File: config.mk
export PLATFORM = sky130hd
export DESIGN_NAME = fcd_front
export DESIGN_NICKNAME = d
export VERILOG_FILES = /design/src/rtl/fcd_pkg.sv /design/src/rtl/fcd_front.sv
export SDC_FILE = /design/constraint.sdc
export NUM_CORES = 1
export LEC_CHECK = 0
export ABC_AREA = 0
export BUFFER_PORTS_ARGS = -buffer_cell sky130_fd_sc_hd__buf_2
export CAP_MARGIN = 10
export CORE_MARGIN = 1
export CORE_UTILIZATION = 48
export CTS_CLUSTER_DIAMETER = 40
export DETAILED_ROUTE_END_ITERATION = 16
export GPL_ROUTABILITY_DRIVEN = 1
export PLACE_DENSITY_LB_ADDON = 0.08
export SLEW_MARGIN = 5
export SYNTH_ARGS = -nofsm -noshare
export SYNTH_HDL_FRONTEND = slang
export SYNTH_SLANG_ARGS = --single-unit
File: constraint.sdc
create_clock -name clock -period 4.7 [get_ports clock]
set_clock_uncertainty 0.1 [all_clocks]
set_input_delay 0.94 -clock clock [delete_from_list [all_inputs] [get_ports clock]]
set_output_delay 0.94 -clock clock [all_outputs]
set_load 0.03 [all_outputs]
File: src/rtl/fcd_pkg.sv
// Shared types, constants and the sine table generator for the CFO derotator.
// No dependencies; imported by every module of the block.
package fcd_pkg;

   // default parameter values
   localparam int unsigned SAMPLE_WIDTH_DEF     = 16;
   localparam int unsigned PHASE_WIDTH_DEF      = 32;
   localparam int unsigned TABLE_ADDR_WIDTH_DEF = 10;
   localparam int unsigned QUEUE_DEPTH_DEF      = 4;

   // register file
   localparam int unsigned CSR_DATA_W = 32;
   localparam int unsigned GAIN_W     = 16;
   localparam int unsigned COUNT_W    = 16;
   localparam int unsigned TABLE_W    = 15;   // quarter sine magnitude, Q1.15 without sign

   localparam logic [GAIN_W-1:0]  GAIN_RESET      = 16'd16384;
   localparam logic [COUNT_W-1:0] FRAME_LEN_RESET = 16'd1024;
   localparam logic [COUNT_W-1:0] COUNT_MAX       = 16'hFFFF;

   typedef enum logic [1:0] {
      CSR_PHASE_STEP   = 2'd0,
      CSR_START_PHASE  = 2'd1,
      CSR_GAIN         = 2'd2,
      CSR_FRAME_LENGTH = 2'd3
   } fcd_csr_index_type;

   typedef struct packed {
      logic full;
      logic empty;
   } fcd_queue_status_type;

   typedef struct packed {
      logic pop;   // head of queue taken by the datapath
      logic adv;   // datapath pipeline advancing this cycle
   } fcd_back_status_type;

   // pi/2 in Q30 and the Taylor denominators (2n)(2n+1)
   localparam longint unsigned HalfPiQ30 = 64'd1686629713;
   localparam longint unsigned TaylorDiv [10] = '{
      64'd6, 64'd20, 64'd42, 64'd72, 64'd110, 64'd156, 64'd210, 64'd272, 64'd342, 64'd420
   };

   // Quarter-wave sine entry k of a table with 2^taw entries per turn.
   // Only ever called with constant arguments (table build at elaboration).
   function automatic logic [TABLE_W-1:0] quarter_sine(input int unsigned taw,
                                                       input int unsigned k);
      longint unsigned x;
      longint unsigned x2;
      longint unsigned term;
      longint          sum;
      longint          r;
      x    = (longint'(k) * HalfPiQ30) >> (taw - 2);
      x2   = (x * x) >> 30;
      term = x;
      sum  = longint'(x);
      for (int n = 1; n <= 10; n++) begin
         term = ((term * x2) >> 30) / TaylorDiv[n-1];
         if ((n % 2) == 1) begin
            sum = sum - longint'(term);
         end else begin
            sum = sum + longint'(term);
         end
      end
      if (sum < 0) begin
         sum = 0;
      end
      r = (sum + 64'sd16384) >>> 15;
      if (r > 64'sd32767) begin
         r = 64'sd32767;
      end
      return r[TABLE_W-1:0];
   endfunction

endpackage

File: src/rtl/fcd_front.sv
// Front end: accepts samples, runs the phase accumulator and frame counter.
// Depends on fcd_pkg; feeds fcd_queue.
module fcd_front #(
   parameter int unsigned SAMPLE_WIDTH     = fcd_pkg::SAMPLE_WIDTH_DEF,
   parameter int unsigned PHASE_WIDTH      = fcd_pkg::PHASE_WIDTH_DEF,
   parameter int unsigned TABLE_ADDR_WIDTH = fcd_pkg::TABLE_ADDR_WIDTH_DEF
) (
   input  logic                                          clock,
   input  logic                                          reset,
   input  logic                                          req_tvalid,
   output logic                                          req_tready,
   input  logic signed [SAMPLE_WIDTH-1:0]                in_real,
   input  logic signed [SAMPLE_WIDTH-1:0]                in_imag,
   input  logic                                          sof,
   input  logic [PHASE_WIDTH-1:0]                        phase_step,
   input  logic [PHASE_WIDTH-1:0]                        start_phase,
   input  logic [fcd_pkg::COUNT_W-1:0]                   frame_length,
   input  fcd_pkg::fcd_queue_status_type                 q_status,
   output logic                                          push,
   output logic [TABLE_ADDR_WIDTH+2*SAMPLE_WIDTH:0]      item
);
   import fcd_pkg::*;

   logic [PHASE_WIDTH-1:0] phase_ff, phase_in;
   logic [COUNT_W-1:0]     count_ff, count_in;
   logic [PHASE_WIDTH-1:0] phase_now;
   logic                   last;

   assign req_tready = !q_status.full;
   assign push       = req_tvalid && req_tready;

   always_comb begin
      phase_now = sof ? start_phase : phase_ff;
      phase_in  = phase_now + phase_step;
      if (sof) begin
         count_in = COUNT_W'(1);
      end else if (count_ff == COUNT_MAX) begin
         count_in = count_ff;
      end else begin
         count_in = count_ff + COUNT_W'(1);
      end
      last = (frame_length != '0) && (count_in == frame_length);
   end

   always_ff @(posedge clock) begin
      if (reset) begin
         phase_ff <= '0;
         count_ff <= '0;
      end else if (push) begin
         phase_ff <= phase_in;
         count_ff <= count_in;
      end
   end

   // {last, imag, real, table address}
   assign item = {last, in_imag, in_real,
                  phase_now[PHASE_WIDTH-1 -: TABLE_ADDR_WIDTH]};

endmodule

=== Word-level counts from Yosys, hierarchy flattened ===
Index checks and enable logic that the tools add are counted.
Widths: inputs -> output; s select.

* Add/subtract/negate cells: 2
* Eq/ne operators: 2
* Multiplexer cells: 3
* Reduce and logical (&&, ||, !) cells: 4

{| class="wikitable"
|+ Operator list
! operator !! number
|-
| $add 32x32->32 || 1
|-
| $mux 16 || 2
|-
| $mux 32 || 1
|-
| $add 16x1->16 const B || 1
|-
| $eq 16x16->1 || 1
|-
| $eq 16x16->1 const B || 1
|-
| $reduce_bool 16->1 || 1
|-
| $logic_and 1x1->1 || 2
|-
| $logic_not 1->1 || 1
|}

* Register bits: 48
* Input port bits: 118
* Output and inout port bits: 45
* Word-level logic and storage cells: 13

=== Longest topological paths before layout ===
Gate-level depths: netlist of run 1.

* Depth in word-level cells: 5
* Mapped depth: 14
* Mapped depth without buffers: 11

=== Worst setup path before layout of run 1 ===
No wires, ideal clock.

* Kind: input port to flip-flop
* Start point: in sof
* End point: reg phase_ff[28]
* Library setup time: 122 ps
* Arrival time: 4058 ps
* Data required time: 4478 ps
* Slack: 421 ps
* Stages: 14
* Buffers on the path: 4
* Cell sequence: buf_6 clkbuf_1 buf_1 mux2_2 ha_1 clkbuf_1 a211oi_1 nor2_1 a221oi_1 o311ai_0 a211o_1 a41oi_1 or4_1 nand3_1

* Longest elaborated chain between the ends: 2

{| class="wikitable"
|+ RTL lines
! element !! line !! RTL
|-
| from (decl) || fcd_front.sv:14 || <nowiki>input logic sof,</nowiki>
|-
| $mux 32 || fcd_front.sv:33 || <nowiki>phase_now = sof ? start_phase : phase_ff;</nowiki>
|-
| $add 32x32->32 || fcd_front.sv:34 || <nowiki>phase_in = phase_now + phase_step;</nowiki>
|-
| to (signal assigned) || fcd_front.sv:50 || <nowiki>phase_ff <= phase_in;</nowiki>
|-
| to (decl) || fcd_front.sv:24 || <nowiki>logic [PHASE_WIDTH-1:0] phase_ff, phase_in;</nowiki>
|}

No other way between the ends.
A chain may end at the register's enable or synchronous reset.

=== Final worst setup path of run 1 ===
* Start point: reg count_ff[0]
* End point: out item[42]

* Longest elaborated chain between the ends: 5
* Elaborated cells between the ends (all ways): 6
* Those cells by class: add/sub: 1; eq/ne: 2; mux: 2; reduce/logical: 1

{| class="wikitable"
|+ RTL lines
! element !! line !! RTL
|-
| from (decl) || fcd_front.sv:25 || <nowiki>logic [COUNT_W-1:0] count_ff, count_in;</nowiki>
|-
| from (signal assigned) || fcd_front.sv:51 || <nowiki>count_ff <= count_in;</nowiki>
|-
| $add 16x1->16 / $eq 16x16->1 (equally long branches) || fcd_front.sv:40, fcd_front.sv:37 ||
|-
| $mux 16 * || fcd_front.sv:37 || <nowiki>end else if (count_ff == COUNT_MAX) begin</nowiki>
|-
| $mux 16 * || fcd_front.sv:35 || <nowiki>if (sof) begin</nowiki>
|-
| $eq 16x16->1 * || fcd_front.sv:42 || <nowiki>last = (frame_length != '0) && (count_in == frame_length);</nowiki>
|-
| $logic_and 1x1->1 * || fcd_front.sv:42 ||
|-
| to (decl) || fcd_front.sv:20 || <nowiki>output logic [TABLE_ADDR_WIDTH+2*SAMPLE_WIDTH:0] item</nowiki>
|}

Mark *: on every way between the ends. The rest lies on a longest branch, timed or not.

==> results of run 1 <==
-- tightest hold or removal path, delay by kind of cell (launching register included) --
kind	cells	cell delay (ps)
AOI/OAI and AO/OA	1	50
and+or+nand+nor	1	50
DFF	1	320
-- cell type report --
type	instances	area share, %
clock buffer	6	1.38
clock inverter	2	0.664
inverter	14	0.996
multi-input combinational	510	65.3
sequential	48	18.2
tap	133	3.16
timing repair buffer	103	10.3
-- final timing paths --
check | from | to | slack [ps]
max | count_ff[0] | item[42] | 330
min | phase_ff[20] | phase_ff[20] | 350
max reg2reg | phase_ff[0] | phase_ff[30] | 1250
min reg2reg | phase_ff[20] | phase_ff[20] | 350
-- power breakdown --
group	internal (mW)	switching [mW]	leakage [nW]
sequential	0.431	0.0127	0.391
combinational	0.210	0.278	1.81
clock	0.158	0.152	0.0552
total	0.800	0.443	2.26
-- registers in the layout, indices dropped and copies added, names as in the netlist --
register,cells
count_ff,16
phase_ff,32
-- kinds of logic (layout without fill, tap and decap cells) --
kind of cell             Yosys count  in the layout  share of synthesized area (%)
AO/OA/AOI/OAI                    181            181                           23.4
XOR/XNOR                          36             36                           6.97
adder cells (fa/ha/maj)           33             33                           8.70
buffers and inverters             77            125                           8.81
flip-flops                        48             48                           19.9
multiplexers                      38             38                           8.73
AND/OR/NAND/NOR                  222            222                           23.5
-- cell usage after synthesis (all sizes together) (3+ instances only) --
cell     n
a211oi  13
a21o    17
a21oi   65
a221oi   3
a22oi    3
a31oi   14
and2     4
and3     6
and4     4
buf     43
clkbuf  20
dfxtp   48
ha      32
inv     13
mux2    33
mux2i    5
nand2   69
nand3   26
nand4   16
nor2    45
nor2b    5
nor3    17
nor4     7
nor4b    4
o211ai   5
o21a     6
o21ai   32
o31ai    3
or2      3
or3      3
or4      3
xnor2   26
xor2     9
-- layout by cell type (no fill, tap or decap), types with 9 or more instances in the layout --
cell type,instances
a211oi_1,13
o21ai_0,32
buf_2,97
a21oi_1,65
xor2_1,9
dfxtp_1,48
ha_1,32
a21o_1,17
nand2_1,68
xnor2_1,25
inv_1,13
nand3_1,26
nor2_1,45
nand4_1,14
mux2_2,33
a31oi_1,14
nor3_1,17
-- layer usage --
| layer | GRT usage (%) | up-vias |
|---|---|---|
| li1 | - | 2408 |
| met1 | 31.9 | 2240 |
| met2 | 41.3 | 133 |
| met3 | 2.94 | 14 |
| met4 | 5.27 | 0 |
| met5 | 0 | - |
==> results.tsv, run 1 <==
stage	metric	value	unit
yosys	FFs w/ async S/R, synth	0	%
job	MaxCap Viol Count	0	
clocking	post-cts resize count	0	
pwr	Lkg Pwr	2.26	nW
timing	Worst-Margin Slew	592	ps
yosys	cell taking the most area after synthesis	dfxtp_1	
timing	Rel. slew slack	60.3	%
detailed_routing	wl on met1	6030	um
pwr	worst vdd ir	0.181	mV
cells_and_area	area of the multi-input gates	3440	um2
grt	total grt overflow	0	
yosys	Seq cells post-synth	48	
timing	minimum clock period	4370	ps
setup_path	r2r worst-path depth	11	
place	Placed Area	5170	um2
setup_path	Crit path required time	3660	ps
yosys	sequential fraction of the synthesis area	19.9	%
yosys	Mapped Area	4830	um2
timing	setup slack after layout	326	ps
detailed_routing	routed length per placed instance	15.3	um
setup_path	CP max stage cell	or4b_1	
cells_and_area	final instance area	5270	um2
place	GPL Wtd Cong	0.859	
detailed_routing	vias	4795	
timing	count of final setup violators	0	
timing	maximum clock rate	0.229	GHz
detailed_routing	DR WL met2	5800	um
place	Detail Placement HPWL	9170	um
cells_and_area	Reg area	961	um2
setup_path	Setup CP Type	register to output port	
setup_path	CP max FO	10	
grt	first-pass GRT wire length	20100	um
detailed_routing	Routed WL	12500	um
setup_path	WP data arrival	3330	ps
setup_path	type of origin of the critical path	register	
clocking	CTS tree	yes	
setup_path	Largest stage delay, worst path	490	ps
setup_path	Crit path buffers/inverters	1	
floorplan	Die H	102	um
place	DP Worst Slack	331	ps
detailed_routing	highest metal used	met4	
floorplan	Horiz. Die Dim	102	um
yosys	post-synth net total	786	
setup_path	Crit. End Element	output port	
cells_and_area	share of layout cells above drive strength 1	22.7	%
detailed_routing	Met3 Routed Length	519	um
clocking	Num CTS Buffers	5	
clocking	Post-CTS Setup Repair Bufs	0	
floorplan	die area	10500	um2
cells_and_area	Util after Layout	54.0	%
timing	Final Hold Fails	0	
yosys	Syn. warnings	0	
clocking	Root Driver	clkbuf_8	
min_path	Worst Hold Class	register to register	
yosys	Post-synth EDFFs	0	
grt	total track usage	23.9	%
cells_and_area	fillers	985	
cells_and_area	Area Overhead vs Synth	9.20	%
yosys	Synth top area share	19.9	%
place	placed cell count	808	
detailed_routing	DRT iter0 DRCs	222	
detailed_routing	Antenna Violating Nets Remaining	0	
floorplan	Core Rows	36	
detailed_routing	DRT Pass-1 Iters	5	
yosys	Avg Cell Area, Syn	7.61	um2
clocking	clock insertion delay at the later pin of the skew report	300	ps
clocking	CTS Buffer Depth	2	
yosys	Synth Instances	635	
timing	Tcrit/Tclk final	93.1	%
cells_and_area	nets@finish	833	
setup_path	critical path cell sequence	ha_1 > nand2_1 > nor4_4 > a211oi_1 > xnor2_1 > or4b_1 > a21oi_1 > o32ai_1 > nor4_1 > buf_2	
yosys	top_reg_cell synth	dfxtp_1	
yosys	synth unique cells	66	
place	port buffer count	97	
detailed_routing	DR DRC count	0	
floorplan	initial core utilization	49.4	%
cells_and_area	Post-Layout Cell Count	816	
clocking	H-tree levels	2	
floorplan	Top Ports	163	
floorplan	core area	9770	um2
grt	vias in the first global route	4360	
setup_path	WP depth	10	
clocking	clk slew on worst S/H paths	100	ps
timing	Post-Route Setup TNS	0	ps
min_path	Min-Delay Path Depth	2	
grt	initial antenna violation count	0	
pwr	Total Power	1.24	mW
yosys	largest cells by area after synthesis	dfxtp_1, ha_1, mux2_2, a21oi_1, buf_4	
pwr	power density over cell area	236	nW/um2
timing	final hold slack	352	ps
timing	Final Max Tran Viols	0	
grt	largest net degree at the start of global routing	55	
clocking	CTS Hold Buffers Added	0	
status	status	finished, final reports clean	
cells_and_area	Ant. Diodes	0	
timing	RSZ-0062 raised after global routing	false	
setup_path	cell family with most CP delay	simple AND/OR/NAND/NOR gates	
clocking	CTS Sinks	48	
detailed_routing	routed vias/inst	5.88	
(Power assumes the default switching activity.)
==> run 2: changes to the inputs <==
- ABC_AREA: 0 -> not set
- CORE_UTILIZATION: 48 -> 46
- MAX_ROUTING_LAYER: not set -> met4
==> run 2 against run 1 <==
Count of clock-buffer cells in the layout is the same. Non-clock buffer count grew 3. Worst hold slack gained 1.4 ps. Highest routed layer unchanged.
==> results.tsv, run 2 (synthesis results as in run 1) <==
stage	metric	value	unit	change
status	status	finished, final reports clean		
detailed_routing	DRT iter0 DRCs	153		-31%
timing	setup slack after layout	353	ps	+26.5 ps
grt	largest net degree at the start of global routing	51		-7.3%
clocking	CTS tree	yes		
clocking	CTS Buffer Depth	2		unchanged
clocking	Num CTS Buffers	5		unchanged
setup_path	type of origin of the critical path	input pin		
pwr	power density over cell area	224	nW/um2	-5.0%
clocking	Root Driver	clkbuf_8		
cells_and_area	Ant. Diodes	0		unchanged
timing	Worst-Margin Slew	692	ps	+99.9 ps
timing	count of final setup violators	0		unchanged
detailed_routing	routed length per placed instance	15.3	um	about the same
cells_and_area	max FFs per register	32		unchanged
place	GPL Wtd Cong	0.874		+1.8%
setup_path	CP max FO	33		+23
floorplan	initial core utilization	47.2	%	-2.2 points
timing	RSZ-0062 raised after global routing	false		
detailed_routing	vias	4746		-1.0%
detailed_routing	Antenna Violating Nets Remaining	0		unchanged
clocking	clk slew on worst S/H paths	90	ps	about the same
clocking	CTS Sinks	48		unchanged
detailed_routing	routed vias/inst	5.78		-1.6%
cells_and_area	most frequent cells in the layout	buf_2, nand2_1, a21oi_1		
timing	Rel. slew slack	53.6	%	-6.7 points
grt	first-pass GRT wire length	20900	um	+3.5%
cells_and_area	Post-Layout Cell Count	821		+0.61%
clocking	post-cts resize count	0		unchanged
setup_path	Setup CP Type	input pin to output port		
cells_and_area	commonest non-fill, non-tap cell in the layout	buf_2		
cells_and_area	Reg area	961	um2	unchanged
place	placed cell count	814		+0.74%
min_path	min-delay src	phase_ff[6]		
place	DP Worst Slack	335	ps	+3.92 ps
setup_path	worst r2r src	phase_ff[0]		
timing	maximum clock rate	0.230	GHz	+0.61%
timing	Post-Route Setup TNS	0	ps	unchanged
cells_and_area	share of layout cells above drive strength 1	22.9	%	+0.23 points
min_path	Worst Hold Class	register to register		
floorplan	die area	10900	um2	+4.3%
clocking	clock insertion delay at the later pin of the skew report	300	ps	about the same
clocking	CTS Hold Buffers Added	0		unchanged
timing	Tcrit/Tclk final	92.5	%	-0.56 points
timing	minimum clock period	4350	ps	-26.5 ps
timing	Final Hold Fails	0		unchanged
job	MaxCap Viol Count	0		unchanged
pwr	Lkg Pwr	2.25	nW	-0.16%
detailed_routing	Routed WL	12500	um	+0.60%
cells_and_area	area of the multi-input gates	3440	um2	unchanged
min_path	Hold EP	phase_ff[6]		
timing	final hold slack	354	ps	+1.43 ps
detailed_routing	DRT Pass-1 Iters	4		-1
setup_path	RR Endpoint	phase_ff[30]		
place	port buffer count	97		unchanged
clocking	H-tree levels	2		unchanged
floorplan	Top Ports	163		unchanged
grt	total grt overflow	0		unchanged
setup_path	r2r worst-path depth	11		unchanged
cells_and_area	fillers	1024		+4.0%
cells_and_area	Area Overhead vs Synth	8.86	%	
place	Detail Placement HPWL	9370	um	+2.2%
cells_and_area	biggest regs	phase_ff: 32 flops, count_ff: 16 flops		
floorplan	Horiz. Die Dim	104	um	+2.1%
setup_path	Crit. End Element	output port		
timing	Final Max Tran Viols	0		unchanged
grt	initial antenna violation count	0		unchanged
pwr	Total Power	1.18	mW	-5.3%
grt	vias in the first global route	4428		+1.6%
detailed_routing	DR DRC count	0		unchanged
clocking	Post-CTS Setup Repair Bufs	0		unchanged
setup_path	Crit path required time	3660	ps	about the same
floorplan	Die H	104	um	+2.1%
floorplan	Core Rows	37		+2.8%
min_path	Min-Delay Path Depth	2		unchanged
cells_and_area	largest register by flop count	phase_ff		
setup_path	flop-to-flop setup slack	1260	ps	about the same
cells_and_area	nets@finish	836		+0.36%
grt	total track usage	23.6	%	-0.30 points
floorplan	core area	10200	um2	+4.7%
setup_path	WP data arrival	3310	ps	-20 ps
pwr	worst vdd ir	0.112	mV	-38%
## run 2: changes by cell type in the layout (fill, tap and decap cells not counted)
cell       change
buf_12         -1
buf_4          +4
bufinv_16      -1
## run 2: per-stage QoR
stage          instance area, um2  util [%]
2_1_floorplan                4830         -
3_3_place_gp                 5180      50.6
3_5_place_dp                 5180      50.6
4_1_cts                      5260      51.4
5_1_grt                      5260      51.4
6_report                     5260      51.4
## run 2: routing by layer
metal	up-vias	global-route usage (%)	part of all wire, %
met4	0	6.53	1.8
met2	119	38.4	45
met1	2179	31.0	48
li1	2409	-	-
met5	-	-	0
met3	39	2.69	5.0
## run 2: report_power, final
part           leakage, nW  internal [mW]  total (mW)  switching, mW
Sequential           0.391          0.431       0.444         0.0131
Combinational         1.82          0.210       0.487          0.277
Clock               0.0410          0.102       0.245          0.143
Total                 2.25          0.743        1.18          0.433
## run 2: critical path, stage by stage
cell and delay (ps):
buf_2 210, buf_4 220, buf_4 380, nor2_1 90, mux2i_1 140, nor2_1 50
a2111oi_0 500, nand4_1 170, nor4_1 330, buf_2 250
## run 2: cell type report
cell class | count | area share (%)
well taps | 136 | 3.24
inverters | 14 | 1.00
clock buffers | 6 | 1.38
clock inverters | 1 | 0.0952
multi-input cells | 510 | 65.5
flip-flops and latches | 48 | 18.3
repair buffers | 106 | 10.5
## run 2: worst max-delay path by stage
stage,from,endpoint,depth (start not counted)
CTS,sof,item[42],10
detailed placement,sof,phase_ff[28],13
global placement,sof,phase_ff[28],13
global route,sof,item[42],10
floorplan,sof,phase_ff[28],14
finish,sof,item[42],10
