## config.mk

```make
export PLATFORM = sky130hd
export DESIGN_NAME = fcd_queue
export DESIGN_NICKNAME = d
export VERILOG_FILES = /design/src/rtl/fcd_pkg.sv /design/src/rtl/fcd_queue.sv
export SDC_FILE = /design/constraint.sdc
export NUM_CORES = 1
export LEC_CHECK = 0
export ABC_CLOCK_PERIOD_IN_PS = 2600
export BUFFER_PORTS_ARGS = -buffer_cell sky130_fd_sc_hd__clkbuf_2
export CAP_MARGIN = 5
export CORE_MARGIN = 10
export CORE_UTILIZATION = 50
export DETAILED_ROUTE_END_ITERATION = 16
export PLACE_DENSITY = 0.71
export SLEW_MARGIN = 10
export SYNTH_ARGS = -nofsm -noshare
export SYNTH_HDL_FRONTEND = slang
export SYNTH_SLANG_ARGS = --single-unit
```

## constraint.sdc

```tcl
create_clock -name clock -period 2.6 [get_ports clock]
set_clock_uncertainty 0.05 [all_clocks]
set_input_delay 0.13 -clock clock [delete_from_list [all_inputs] [get_ports clock]]
set_output_delay 0.13 -clock clock [all_outputs]
set_load 0.01 [all_outputs]
```

## src/rtl/fcd_pkg.sv

```systemverilog
// Shared types, constants and the sine table generator for the CFO derotator.
// No dependencies; imported by every module of the block.
package fcd_pkg;

   // default parameter values
   localparam int unsigned SAMPLE_WIDTH_DEF     = 16;
   localparam int unsigned PHASE_WIDTH_DEF      = 32;
   localparam int unsigned TABLE_ADDR_WIDTH_DEF = 10;
   localparam int unsigned QUEUE_DEPTH_DEF      = 4;

   // register file
   localparam int unsigned CSR_DATA_W = 32;
   localparam int unsigned GAIN_W     = 16;
   localparam int unsigned COUNT_W    = 16;
   localparam int unsigned TABLE_W    = 15;   // quarter sine magnitude, Q1.15 without sign

   localparam logic [GAIN_W-1:0]  GAIN_RESET      = 16'd16384;
   localparam logic [COUNT_W-1:0] FRAME_LEN_RESET = 16'd1024;
   localparam logic [COUNT_W-1:0] COUNT_MAX       = 16'hFFFF;

   typedef enum logic [1:0] {
      CSR_PHASE_STEP   = 2'd0,
      CSR_START_PHASE  = 2'd1,
      CSR_GAIN         = 2'd2,
      CSR_FRAME_LENGTH = 2'd3
   } fcd_csr_index_type;

   typedef struct packed {
      logic full;
      logic empty;
   } fcd_queue_status_type;

   typedef struct packed {
      logic pop;   // head of queue taken by the datapath
      logic adv;   // datapath pipeline advancing this cycle
   } fcd_back_status_type;

   // pi/2 in Q30 and the Taylor denominators (2n)(2n+1)
   localparam longint unsigned HalfPiQ30 = 64'd1686629713;
   localparam longint unsigned TaylorDiv [10] = '{
      64'd6, 64'd20, 64'd42, 64'd72, 64'd110, 64'd156, 64'd210, 64'd272, 64'd342, 64'd420
   };

   // Quarter-wave sine entry k of a table with 2^taw entries per turn.
   // Only ever called with constant arguments (table build at elaboration).
   function automatic logic [TABLE_W-1:0] quarter_sine(input int unsigned taw,
                                                       input int unsigned k);
      longint unsigned x;
      longint unsigned x2;
      longint unsigned term;
      longint          sum;
      longint          r;
      x    = (longint'(k) * HalfPiQ30) >> (taw - 2);
      x2   = (x * x) >> 30;
      term = x;
      sum  = longint'(x);
      for (int n = 1; n <= 10; n++) begin
         term = ((term * x2) >> 30) / TaylorDiv[n-1];
         if ((n % 2) == 1) begin
            sum = sum - longint'(term);
         end else begin
            sum = sum + longint'(term);
         end
      end
      if (sum < 0) begin
         sum = 0;
      end
      r = (sum + 64'sd16384) >>> 15;
      if (r > 64'sd32767) begin
         r = 64'sd32767;
      end
      return r[TABLE_W-1:0];
   endfunction

endpackage

```

## src/rtl/fcd_queue.sv

```systemverilog
// Small register FIFO decoupling the front end from the datapath.
// Depends on fcd_pkg (status struct).
module fcd_queue #(
   parameter int unsigned DATA_W = 43,
   parameter int unsigned DEPTH  = fcd_pkg::QUEUE_DEPTH_DEF
) (
   input  logic                          clock,
   input  logic                          reset,
   input  logic                          push,
   input  logic [DATA_W-1:0]             wr_data,
   input  logic                          pop,
   output logic [DATA_W-1:0]             rd_data,
   output fcd_pkg::fcd_queue_status_type status
);
   import fcd_pkg::*;

   localparam int unsigned AW = (DEPTH > 1) ? $clog2(DEPTH) : 1;
   localparam int unsigned CW = $clog2(DEPTH + 1);

   logic [DATA_W-1:0] mem_ff [DEPTH];
   logic [AW-1:0]     wr_ptr_ff, wr_ptr_in;
   logic [AW-1:0]     rd_ptr_ff, rd_ptr_in;
   logic [CW-1:0]     count_ff, count_in;

   always_comb begin
      wr_ptr_in = (wr_ptr_ff == AW'(DEPTH - 1)) ? '0 : wr_ptr_ff + AW'(1);
      rd_ptr_in = (rd_ptr_ff == AW'(DEPTH - 1)) ? '0 : rd_ptr_ff + AW'(1);
      case ({push, pop})
         2'b10:   count_in = count_ff + CW'(1);
         2'b01:   count_in = count_ff - CW'(1);
         default: count_in = count_ff;
      endcase
   end

   always_ff @(posedge clock) begin
      if (reset) begin
         wr_ptr_ff <= '0;
         rd_ptr_ff <= '0;
         count_ff  <= '0;
      end else begin
         if (push) wr_ptr_ff <= wr_ptr_in;
         if (pop)  rd_ptr_ff <= rd_ptr_in;
         count_ff <= count_in;
      end
   end

   always_ff @(posedge clock) begin
      if (push) begin
         mem_ff[wr_ptr_ff] <= wr_data;
      end
   end

   assign rd_data      = mem_ff[rd_ptr_ff];
   assign status.full  = (count_ff == CW'(DEPTH));
   assign status.empty = (count_ff == '0);

endmodule

```

**After elaboration in Yosys (flattened, before gate mapping)**

Memory sizes are Yosys's and may differ from the RTL's. A register that Yosys moved wholly into a read port is not among the register bits.
Index checks and enable logic that the tools add are counted.

- Bits in registers: 7
- Bits in writable memories: 172
- Input bits: 47
- Output and inout bits: 45
- Word-level logic and storage cells: 22
- Memories: 1

- $add $sub $neg: 4
- Eq/ne operators: 5
- Muxes and demuxes: 7
- Reduce and logical (&&, ||, !) cells: 2

Memory list:

| memory | words | width | read ports | clocked after Yosys merged registers in | write ports | line | text |
|---|---|---|---|---|---|---|---|
| mem_ff | 4 | 43 | 1 | 1 | 1 | fcd_queue.sv:20 | `logic [DATA_W-1:0] mem_ff [DEPTH];` |

Operators by type and width:

| kind | number |
|---|---|
| $mux 2 | 4 |
| $eq 2x2->1 const B | 3 |
| $pmux 3 s2 | 1 |
| $add 2x1->2 const B | 2 |
| $add 3x1->3 const B | 1 |
| $eq 3x3->1 const B | 1 |
| $logic_not 3->1 | 1 |
| $sub 3x1->3 const B | 1 |
| $eq 2x1->1 const B | 1 |
| $mux 1 | 2 |
| $reduce_bool 2->1 | 1 |

**Depth between registers and ports, before layout**

Gate-level depths: netlist of run 1.

- Depth after elaboration: 4
- Depth in mapped cells: 7
- Mapped depth without buffers: 7

**Worst setup path before layout of run 1**

No wires, ideal clock.

- Path kind: register -> register
- Start point: reg wr_ptr_ff[0]
- End point: mem mem_ff[3][0], enable pin
- Library setup time: 0.405 ns
- Data arrival time: 1.587 ns
- Path slack: 0.558 ns
- Cell stages (with the launch flop): 3
- Buffers on the path: 0
- Clock period less this slack: 2.042 ns
- Cells stage by stage: dfxtp_1 ha_1 and2_1

RTL lines:

| what | line | text |
|---|---|---|
| start, declared | fcd_queue.sv:21 | `logic [AW-1:0] wr_ptr_ff, wr_ptr_in;` |
| start signal, assigned | fcd_queue.sv:41 | `if (push) wr_ptr_ff <= wr_ptr_in;` |
| end, declared | fcd_queue.sv:20 |  |

No word-level cell before the write port.

==> flow_summary.yaml, run 1 <==
power_and_ir_drop:
  p_comb_frac: 0.095
  pwr-share-seq: 0.531
  p_clk_frac: 0.374
  internal-power_mw: 5.00
  peakVddDrop_uv: 410
  powerDensity_nw_per_um2: 752
  power.share.switching: 0.208
  switchingPower_mw: 1.31
  leakagePower_nw: 2.92
grt:
  grt_max_degree: 44
  grt_pass1_wl_um: 19600
  grt_antenna_before_repair: 1
  grt_util_all_layers: 0.141
  overflow: 0
  grt_pass1_vias: 3640
timing:
  clock.fmax_mhz: 486
  slew_headroom: 0.580
  period_needed_ns: 2.06
  tns_ns: 0
  finalHoldViolations: 0
  worstMarginPinSlew_ns: 0.630
  whs_ns: 0.0400
  min_period_over_period: 0.791
  setup_viol: 0
  rsz0062_at_grt: "no"
  finalMaxSlewViolations: 0
yosys:
  syn_nets: 327
  yosysTopAreaCell: "edfxtp_1"
  ys_top_cells_by_area: "edfxtp_1 77%, mux4_2 13%, dfxtp_1 2.7%, buf_12 1.2%, mux4_1 1.2%"
  synth-seq-cells: 181
  synth_simple_gate_area_frac: 0.0125
  syn-cell-area_um2: 6710
  yosysSeqAreaShare: 0.797
  synth-xor-area-share: 0.00261
  synth_top_family_by_area: "multiplexers"
  ys_types: 21
  yosysWarnings: 0
  syn_inst: 273
  avgSynthCellArea_um2: 24.6
  synth_compound_area_frac: 0.00373
  synth.area.mux_share: 0.149
  synth_top_area_share: 0.770
  synthAdderAreaFrac: 0.0142
worst_setup_path:
  critPathSlowestCell: "mux4_1"
  path_max_fanout: 43
  worstPathCellList: "buf_12 > mux4_1 > clkbuf_2"
  path_class: "flip-flop to primary output"
  crit_buf_inv: 2
  rr_startpoint: "wr_ptr_ff[0]"
  critPathLaunchType: "flip-flop"
  reg2reg_depth: 3
  cp.arrival_ns: 1.88
  cpPeakStageDelay_ns: 0.63
  ff2ff_setup_slack_ns: 0.94
  cp_num_cells: 3
  crit_family: "multiplexers"
  worstReg2RegEnd: "mem_ff[1][3]"
  required_ns: 2.42
  endpoint_kind: "primary output"
cells_and_area:
  nNetsFinal: 479
  layoutNonFillerInstCount: 615
  drive_above_1_share: 0.384
  areaGrowthSynthToFinish_pct: 25.1
clock_tree:
  clkTransAtPathRegs_ns: 0.06
  cts_tree: "done"
  cts_max_path_buffers: 2
  cts-root-buf: "clkbuf_16"
  cts.sink_count: 181
  cts.htree.levels: 4
  numCtsBuffers: 17
  clk_latency_ns: 0.42
routing:
  first_pass_iters: 4
  drt-wirelength-per-cell_um: 19.6
  wirelength_um: 12000
  postRouteAntennaNets: 0
  drc: 0
  vias: 3221
  vias_per_cell: 5.24
  dr.first_iter.drc_count: 232
die:
  pin_count: 92
  core_area_um2: 13200
  dieHeight_um: 136
  die_w_um: 136
  start_util: 0.509
  rows: 42
  dieArea_um2: 18400
outcome:
  status: "completed"
min_path:
  min_path_type: "primary input to flip-flop"
  hold_path_depth: 3
  worstHoldStart: "pop"
placement:
  place_inst: 537
  io_buffers: 91
  place_congestion: 0.680
  dp_hpwl_um: 7340
run:
  max-cap-violations: 0
[cells in the mapped netlist]
cell and number:
buf_2 4, nor3_1 1, a21oi_1 4, nor2_1 7, and2_1 4, clkbuf_1 1
mux4_2 40, nor3b_1 2, inv_1 7, xor2_1 2, mux2i_1 2, edfxtp_1 172
buf_12 4, dfxtp_1 9, fa_1 1, buf_6 1, and3_1 1, o21ai_0 1
or3_1 1, mux4_1 3, ha_1 6
[area by class of cell]
type | instances | area (um2)
Antenna cell | 1 | 2.50
Clock buffer | 19 | 433
Clock inverter | 13 | 115
Fill cell | 893 | 4800
Inverter | 7 | 26.3
Multi-Input combinational cell | 75 | 1230
Sequential cell | 181 | 5350
Tap cell | 176 | 220
Timing Repair Buffer | 143 | 1020
[state kept, by name, indices dropped and copies added, names as in the netlist, named ones only]
register / flops
count_ff: 3
mem_ff: 172
rd_ptr_ff: 2
wr_ptr_ff: 2
[through the flow]
stage               area (um2)  power (mW)  utilization  setup WS, ns
floorplan                 6710        3.74            -         0.558
global placement          7390        3.95        0.561         0.952
detailed placement        7390        3.97        0.561         0.898
CTS                       8390        6.38        0.636         0.484
global route              8390        6.55        0.636         0.429
finish                    8390        6.31        0.636         0.544
[worst register-to-register path, cell delays in order, from the launching register on]
cell and delay, ns:
dfxtp_1 0.40, ha_1 0.18, and2_2 0.41, buf_4 0.32
[how the worst max path moves through the flow]
stage,endpoint
2_1_floorplan,mem_ff[3][0]
5_1_grt,rd_data[27]
4_1_cts,rd_data[27]
3_3_place_gp,rd_data[27]
6_report,rd_data[27]
3_5_place_dp,count_ff[2]
[placed cells by master (no fill, tap or decap), types with 4 or more instances in the layout]
master         instances
a21oi_1                4
and2_2                 4
inv_1                  7
clkbuf_2              91
nor2_1                 7
buf_12                 5
edfxtp_1             172
mux4_2                40
dfxtp_1                7
clkinv_1               6
dlygate4sd3_1         45
ha_1                   6
clkbuf_16             17
[power by group through the flow]
stage / sequential [mW] / combinational, mW / clock, mW
finish: 3.35 / 0.597 / 2.36
global placement: 3.40 / 0.545 / 0
detailed placement: 3.41 / 0.557 / 0
global route: 3.36 / 0.653 / 2.54
CTS: 3.35 / 0.614 / 2.41
floorplan: 3.41 / 0.332 / 0
[timing repair]
action / CTS / global route
hold buffers: 45 / 0
hold endpoints to repair: 181 / 0
buffers inserted: 0 / 0
gates resized for setup: 0 / 0
[per-layer routing]
| layer | track usage | wire (um) | vias up | share of wire |
|---|---|---|---|---|
| li1 | - | - | 1457 | - |
| met1 | 0.168 | 4990 | 1664 | 0.41 |
| met2 | 0.231 | 6100 | 86 | 0.51 |
| met3 | 0.0524 | 787 | 14 | 0.065 |
| met4 | 0.0478 | 166 | 0 | 0.014 |
| met5 | 0 | 0 | - | 0 |
[cell families (layout without fill, tap and decap cells)]
group / Yosys count / in the layout
muxes: 45 / 45
buffers and inverters: 17 / 182
xor gates and xnor gates: 2 / 2
other: 0 / 1
adders and majority gates: 7 / 7
AOI/OAI and AO/OA: 5 / 5
DFF: 181 / 181
and+or+nand+nor: 16 / 16
(Power assumes the default switching activity.)
==> run 2: changes to the inputs <==
--- a/config.mk
+++ b/config.mk
@@ -5,7 +5,7 @@
 export SDC_FILE = /design/constraint.sdc
 export NUM_CORES = 1
 export LEC_CHECK = 0
-export ABC_CLOCK_PERIOD_IN_PS = 2600
+export ABC_CLOCK_PERIOD_IN_PS = 2050
 export BUFFER_PORTS_ARGS = -buffer_cell sky130_fd_sc_hd__clkbuf_2
 export CAP_MARGIN = 5
 export CORE_MARGIN = 10
==> constraint.sdc (replaced) <==
create_clock -name clock -period 2.05 [get_ports clock]
set_clock_uncertainty 0.05 [all_clocks]
set_input_delay 0.1025 -clock clock [delete_from_list [all_inputs] [get_ports clock]]
set_output_delay 0.1025 -clock clock [all_outputs]
set_load 0.01 [all_outputs]
==> run 2 against run 1 <==
Net effect: critical path depth did not move; final cell count rose by 0.49%; first-iteration DRC count fell by 1.7%; flip-flop and latch count did not move; sequential power rose by 27%; design area rose by 0.55%; via count barely moved.
==> flow_summary.yaml, run 2 (synthesis results as in run 1) <==
timing:
  setup_viol: 0
  worstMarginPinSlew_ns: 0.599
  rsz0062_at_grt: "no"
  period_needed_ns: 1.95
  slew_headroom: 0.600
  finalHoldViolations: 0
  layout_setup_ws_ns: 0.0995
  tns_ns: 0
  min_period_over_period: 0.951
  clock.fmax_mhz: 513
  finalMaxSlewViolations: 0
die:
  die_w_um: 136
  start_util: 0.509
  core_area_um2: 13200
  dieHeight_um: 136
  dieArea_um2: 18400
  pin_count: 92
  rows: 42
worst_setup_path:
  critPathLaunchType: "flip-flop"
  crit_family: "multiplexers"
  path_max_fanout: 18
  crit_buf_inv: 2
  path_class: "flip-flop to primary output"
  cpPeakStageDelay_ns: 0.60
  critPathSlowestCell: "mux4_1"
  cp.arrival_ns: 1.80
  worstPathCellList: "buf_12 > mux4_1 > clkbuf_2"
  required_ns: 1.90
  endpoint_kind: "primary output"
power_and_ir_drop:
  leakagePower_nw: 2.95
  powerDensity_nw_per_um2: 953
  peakVddDrop_uv: 540
clock_tree:
  cts_max_path_buffers: 2
  numCtsBuffers: 17
  cts-root-buf: "clkbuf_16"
  clk_latency_ns: 0.42
  postCtsSetupRepairBufs: 0
  clkTransAtPathRegs_ns: 0.06
  cts_tree: "done"
  cts.htree.levels: 4
  cts.sink_count: 181
grt:
  grt-busiest-layer: "met2"
  grt_use_met2: 0.215
  grt_pass1_wl_um: 19300
  grt_use_met3: 0.0491
  grt_pass1_vias: 3448
  grt_util_all_layers: 0.140
  overflow: 0
  grt_max_degree: 44
  use_met1: 0.178
  grt_antenna_before_repair: 0
cells_and_area:
  drive_above_1_share: 0.398
  antennaDiodeCount: 0
  top_register: "mem_ff"
  areaGrowthSynthToFinish_pct: 25.8
  final_cell_mix: "172 x edfxtp_1, 91 x clkbuf_2, 46 x dlygate4sd3_1, 41 x mux4_2, 18 x clkbuf_16"
  nNetsFinal: 484
  mostFrequentLayoutCell: "edfxtp_1"
  largest_reg_flops: 172
  reg_top3: "mem_ff x172, count_ff x3"
  fin_util: 0.640
placement:
  place_congestion: 0.693
  place_worst_setup_slack_ns: 0.275
  io_buffers: 91
routing:
  wirelength_um: 12400
  vias_per_cell: 5.21
  dr.first_iter.drc_count: 228
  vias: 3218
  drt-wirelength-per-cell_um: 20.1
  postRouteAntennaNets: 0
  drc: 0
  first_pass_iters: 4
outcome:
  status: "completed"
min_path:
  min_path_type: "primary input to flip-flop"
run:
  max-cap-violations: 0
run 2: cell count changes in the layout (fill, tap and decap cells not counted), sizes merged:
cell	previous run	this run
buf	7	10
clkbuf	110	112
clkinv	8	6
diode	1	0
dlygate4sd3	45	46
run 2: layout make-up:
| class | instances | area, um2 |
|---|---|---|
| Fill cell | 896 | 4750 |
| Inverter | 7 | 26.3 |
| Tap cell | 176 | 220 |
| Timing Repair Buffer | 148 | 1070 |
| Clock buffer | 20 | 437 |
| Multi-Input combinational cell | 75 | 1220 |
| Clock inverter | 11 | 111 |
| Sequential cell | 181 | 5350 |
run 2: layer usage:
layer | routed length [um] | vias up
met5 | 0 | -
met4 | 203 | 0
met3 | 1040 | 18
met2 | 6100 | 114
met1 | 5100 | 1629
li1 | - | 1457
run 2: metrics by stage:
step,std cells,cell area [um2],total power [mW],hold slack (ns)
floorplan,273,6710,4.74,0.122
global placement,540,7400,5.01,0.267
detailed placement,540,7400,5.04,0.275
CTS,617,8410,8.12,0.369
global route,618,8440,8.34,0.388
finish,618,8440,8.05,0.383
run 2: worst paths after layout:
| check | startpoint | endpoint | slack, ns | depth (start not counted) |
|---|---|---|---|---|
| worst max-delay path | flip-flop | rd_data[26] | 0.1 | 3 |
| worst min-delay path | wr_data[14] | mem_ff[2][14] | 0.38 | 2 |
| worst max register to register | wr_ptr_ff[0] | mem_ff[2][34] | 0.31 | 4 |
| worst min register to register | count_ff[1] | count_ff[1] | 0.47 | 2 |
run 2: where the power goes:
group | internal [mW] | leakage [nW] | total (mW) | switching, mW
registers | 4.21 | 1.65 | 4.26 | 0.0452
logic | 0.384 | 1.03 | 0.773 | 0.389
clock network | 1.77 | 0.263 | 3.02 | 1.25
run 2: what timing repair did:
item,CTS,global route
endpoints found under the setup margin,0,2
hold buffers,46,0
gates resized for setup,0,2
endpoints found under the hold margin,181,0
==> run 3: changes to the inputs <==
--- a/config.mk
+++ b/config.mk
@@ -9,9 +9,10 @@
 export BUFFER_PORTS_ARGS = -buffer_cell sky130_fd_sc_hd__clkbuf_2
 export CAP_MARGIN = 5
 export CORE_MARGIN = 10
-export CORE_UTILIZATION = 50
+export CORE_UTILIZATION = 57
 export DETAILED_ROUTE_END_ITERATION = 16
-export PLACE_DENSITY = 0.71
+export PLACE_DENSITY = 0.8
+export SKIP_LAST_GASP = 1
 export SLEW_MARGIN = 10
 export SYNTH_ARGS = -nofsm -noshare
 export SYNTH_HDL_FRONTEND = slang
==> run 3 against run 2 <==
Net effect: clock-buffer cell count decreased by 2; hold slack got worse by 0.32 ns; clock power decreased by 2%; setup slack got worse by 0.028 ns; first-iteration DRC count decreased by 4.4%; routed wire length decreased by 3.7%; via count increased by 1.2%; combinational power increased by 2%; highest routed layer unchanged; maximum frequency decreased by 1.4%; largest power group unchanged; final cell count decreased by 4.2%; non-clock buffer count increased by 8; die area decreased by 11%.
==> flow_summary.yaml, run 3 (synthesis results as in run 1) <==
worst_setup_path:
  path_class: "flip-flop to primary output"
  critPathLaunchType: "flip-flop"
  cp.arrival_ns: 1.83
  crit_end: "rd_data[37]"
  crit_buf_inv: 3
  rr_startpoint: "count_ff[0]"
  required_ns: 1.90
  reg2reg_depth: 5
  cp_num_cells: 4
  critPathSlowestCell: "mux4_2"
  ff2ff_setup_slack_ns: 0.45
  path_max_fanout: 14
  endpoint_kind: "primary output"
  crit_family: "multiplexers"
  cpPeakStageDelay_ns: 0.48
  worstPathCellList: "buf_12 > buf_4 > mux4_2 > clkbuf_2"
  worstReg2RegEnd: "count_ff[2]"
outcome:
  status: "completed"
grt:
  grt_pass1_wl_um: 18800
  grt_max_degree: 44
  grt_util_all_layers: 0.151
  overflow: 0
  grt_antenna_before_repair: 0
  grt_pass1_vias: 3524
clock_tree:
  clkTransAtPathRegs_ns: 0.06
  cts_tree: "done"
  cts.htree.levels: 4
  numCtsBuffers: 17
  cts.sink_count: 181
  cts_resized: 0
  cts-root-buf: "clkbuf_16"
  cts_max_path_buffers: 2
  clk_latency_ns: 0.41
die:
  die_w_um: 128
  core_area_um2: 11500
  pin_count: 92
  rows: 39
  start_util: 0.585
  dieHeight_um: 128
  dieArea_um2: 16500
timing:
  slew_headroom: 0.714
  clock.fmax_mhz: 505
  period_needed_ns: 1.98
  tns_ns: 0
  whs_ns: 0.0585
  finalMaxSlewViolations: 0
  worstMarginPinSlew_ns: 0.429
  min_period_over_period: 0.965
  rsz0062_at_grt: "yes"
  finalHoldViolations: 0
  setup_viol: 0
cells_and_area:
  nFillCells: 661
  drive_above_1_share: 0.408
  reg_top3: "mem_ff x172, count_ff x3"
  areaGrowthSynthToFinish_pct: 26.2
  mostFrequentLayoutCell: "edfxtp_1"
  final-seq-area_um2: 5350
  multi_input_area_um2: 1230
  final_cell_area_um2: 8460
  largest_reg_flops: 172
  final_cell_mix: "172 x edfxtp_1, 91 x clkbuf_2, 45 x dlygate4sd3_1, 40 x mux4_2, 18 x clkbuf_16"
  layoutNonFillerInstCount: 592
  top_register: "mem_ff"
  antennaDiodeCount: 0
  nNetsFinal: 492
routing:
  dr.first_iter.drc_count: 218
  vias: 3256
  drc: 0
  wirelength_um: 12000
  first_pass_iters: 4
  vias_per_cell: 5.50
  drt-wirelength-per-cell_um: 20.2
  postRouteAntennaNets: 0
min_path:
  min_path_type: "primary input to flip-flop"
  hold_path_depth: 4
placement:
  io_buffers: 91
  placed_cell_area_um2: 7370
  dp_hpwl_um: 7390
  place_congestion: 0.714
  place_inst: 508
run:
  max-cap-violations: 0
power_and_ir_drop:
  leakagePower_nw: 3.00
  powerDensity_nw_per_um2: 947
  peakVddDrop_uv: 753
  power_mw: 8.02
-- run 3: cell type report --
type                            count  share of cell area
Timing Repair Buffer              156               0.134
Sequential cell                   181               0.632
Tap cell                          143              0.0211
Multi-Input combinational cell     75               0.145
Clock inverter                     12              0.0136
Inverter                            7             0.00311
Clock buffer                       18              0.0507
-- run 3: power by group --
group          total (mW)  switching, mW  internal (mW)
Clock                2.97           1.22           1.76
Sequential           4.26         0.0471           4.21
Combinational       0.787          0.389          0.398
-- run 3: how the worst min path moves through the flow --
stage / start / endpoint / slack [ns]
after global routing: pop / flip-flop / 0.07
after global placement: wr_data[5] / mem_ff[0][5] / 0.26
after detailed placement: wr_data[21] / mem_ff[0][21] / 0.27
final: pop / rd_ptr_ff[0] / 0.06
after floorplan: reset / count_ff[2] / 0.12
after CTS: pop / flip-flop / 0.007
-- run 3: worst min-delay path: cells and delay by family --
family	cells	cell delay [ns]
AOI/OAI and AO/OA	1	0.06
buffers and inverters	2	0.19
and+or+nand+nor	1	0.13
-- run 3: timing repair --
| item | in CTS | in global routing |
|---|---|---|
| hold endpoints to repair | 181 | 0 |
| hold buffers | 45 | 0 |
| buffers inserted | 0 | 8 |
| endpoints found under the setup margin | 0 | 2 |
-- run 3: per-stage QoR --
step	util	setup WS, ns
2_1_floorplan	-	0.00825
3_3_place_gp	0.643	0.430
3_5_place_dp	0.643	0.402
4_1_cts	0.729	0.0125
5_1_grt	0.738	-0.00638
6_report	0.738	0.0717
-- run 3: routing by layer --
layer | up-vias | global-route usage | routed length [um]
met4 | 0 | 0.0589 | 153
li1 | 1482 | - | -
met1 | 1659 | 0.180 | 4680
met5 | - | 0 | 0
met2 | 102 | 0.244 | 6290
met3 | 13 | 0.0550 | 856
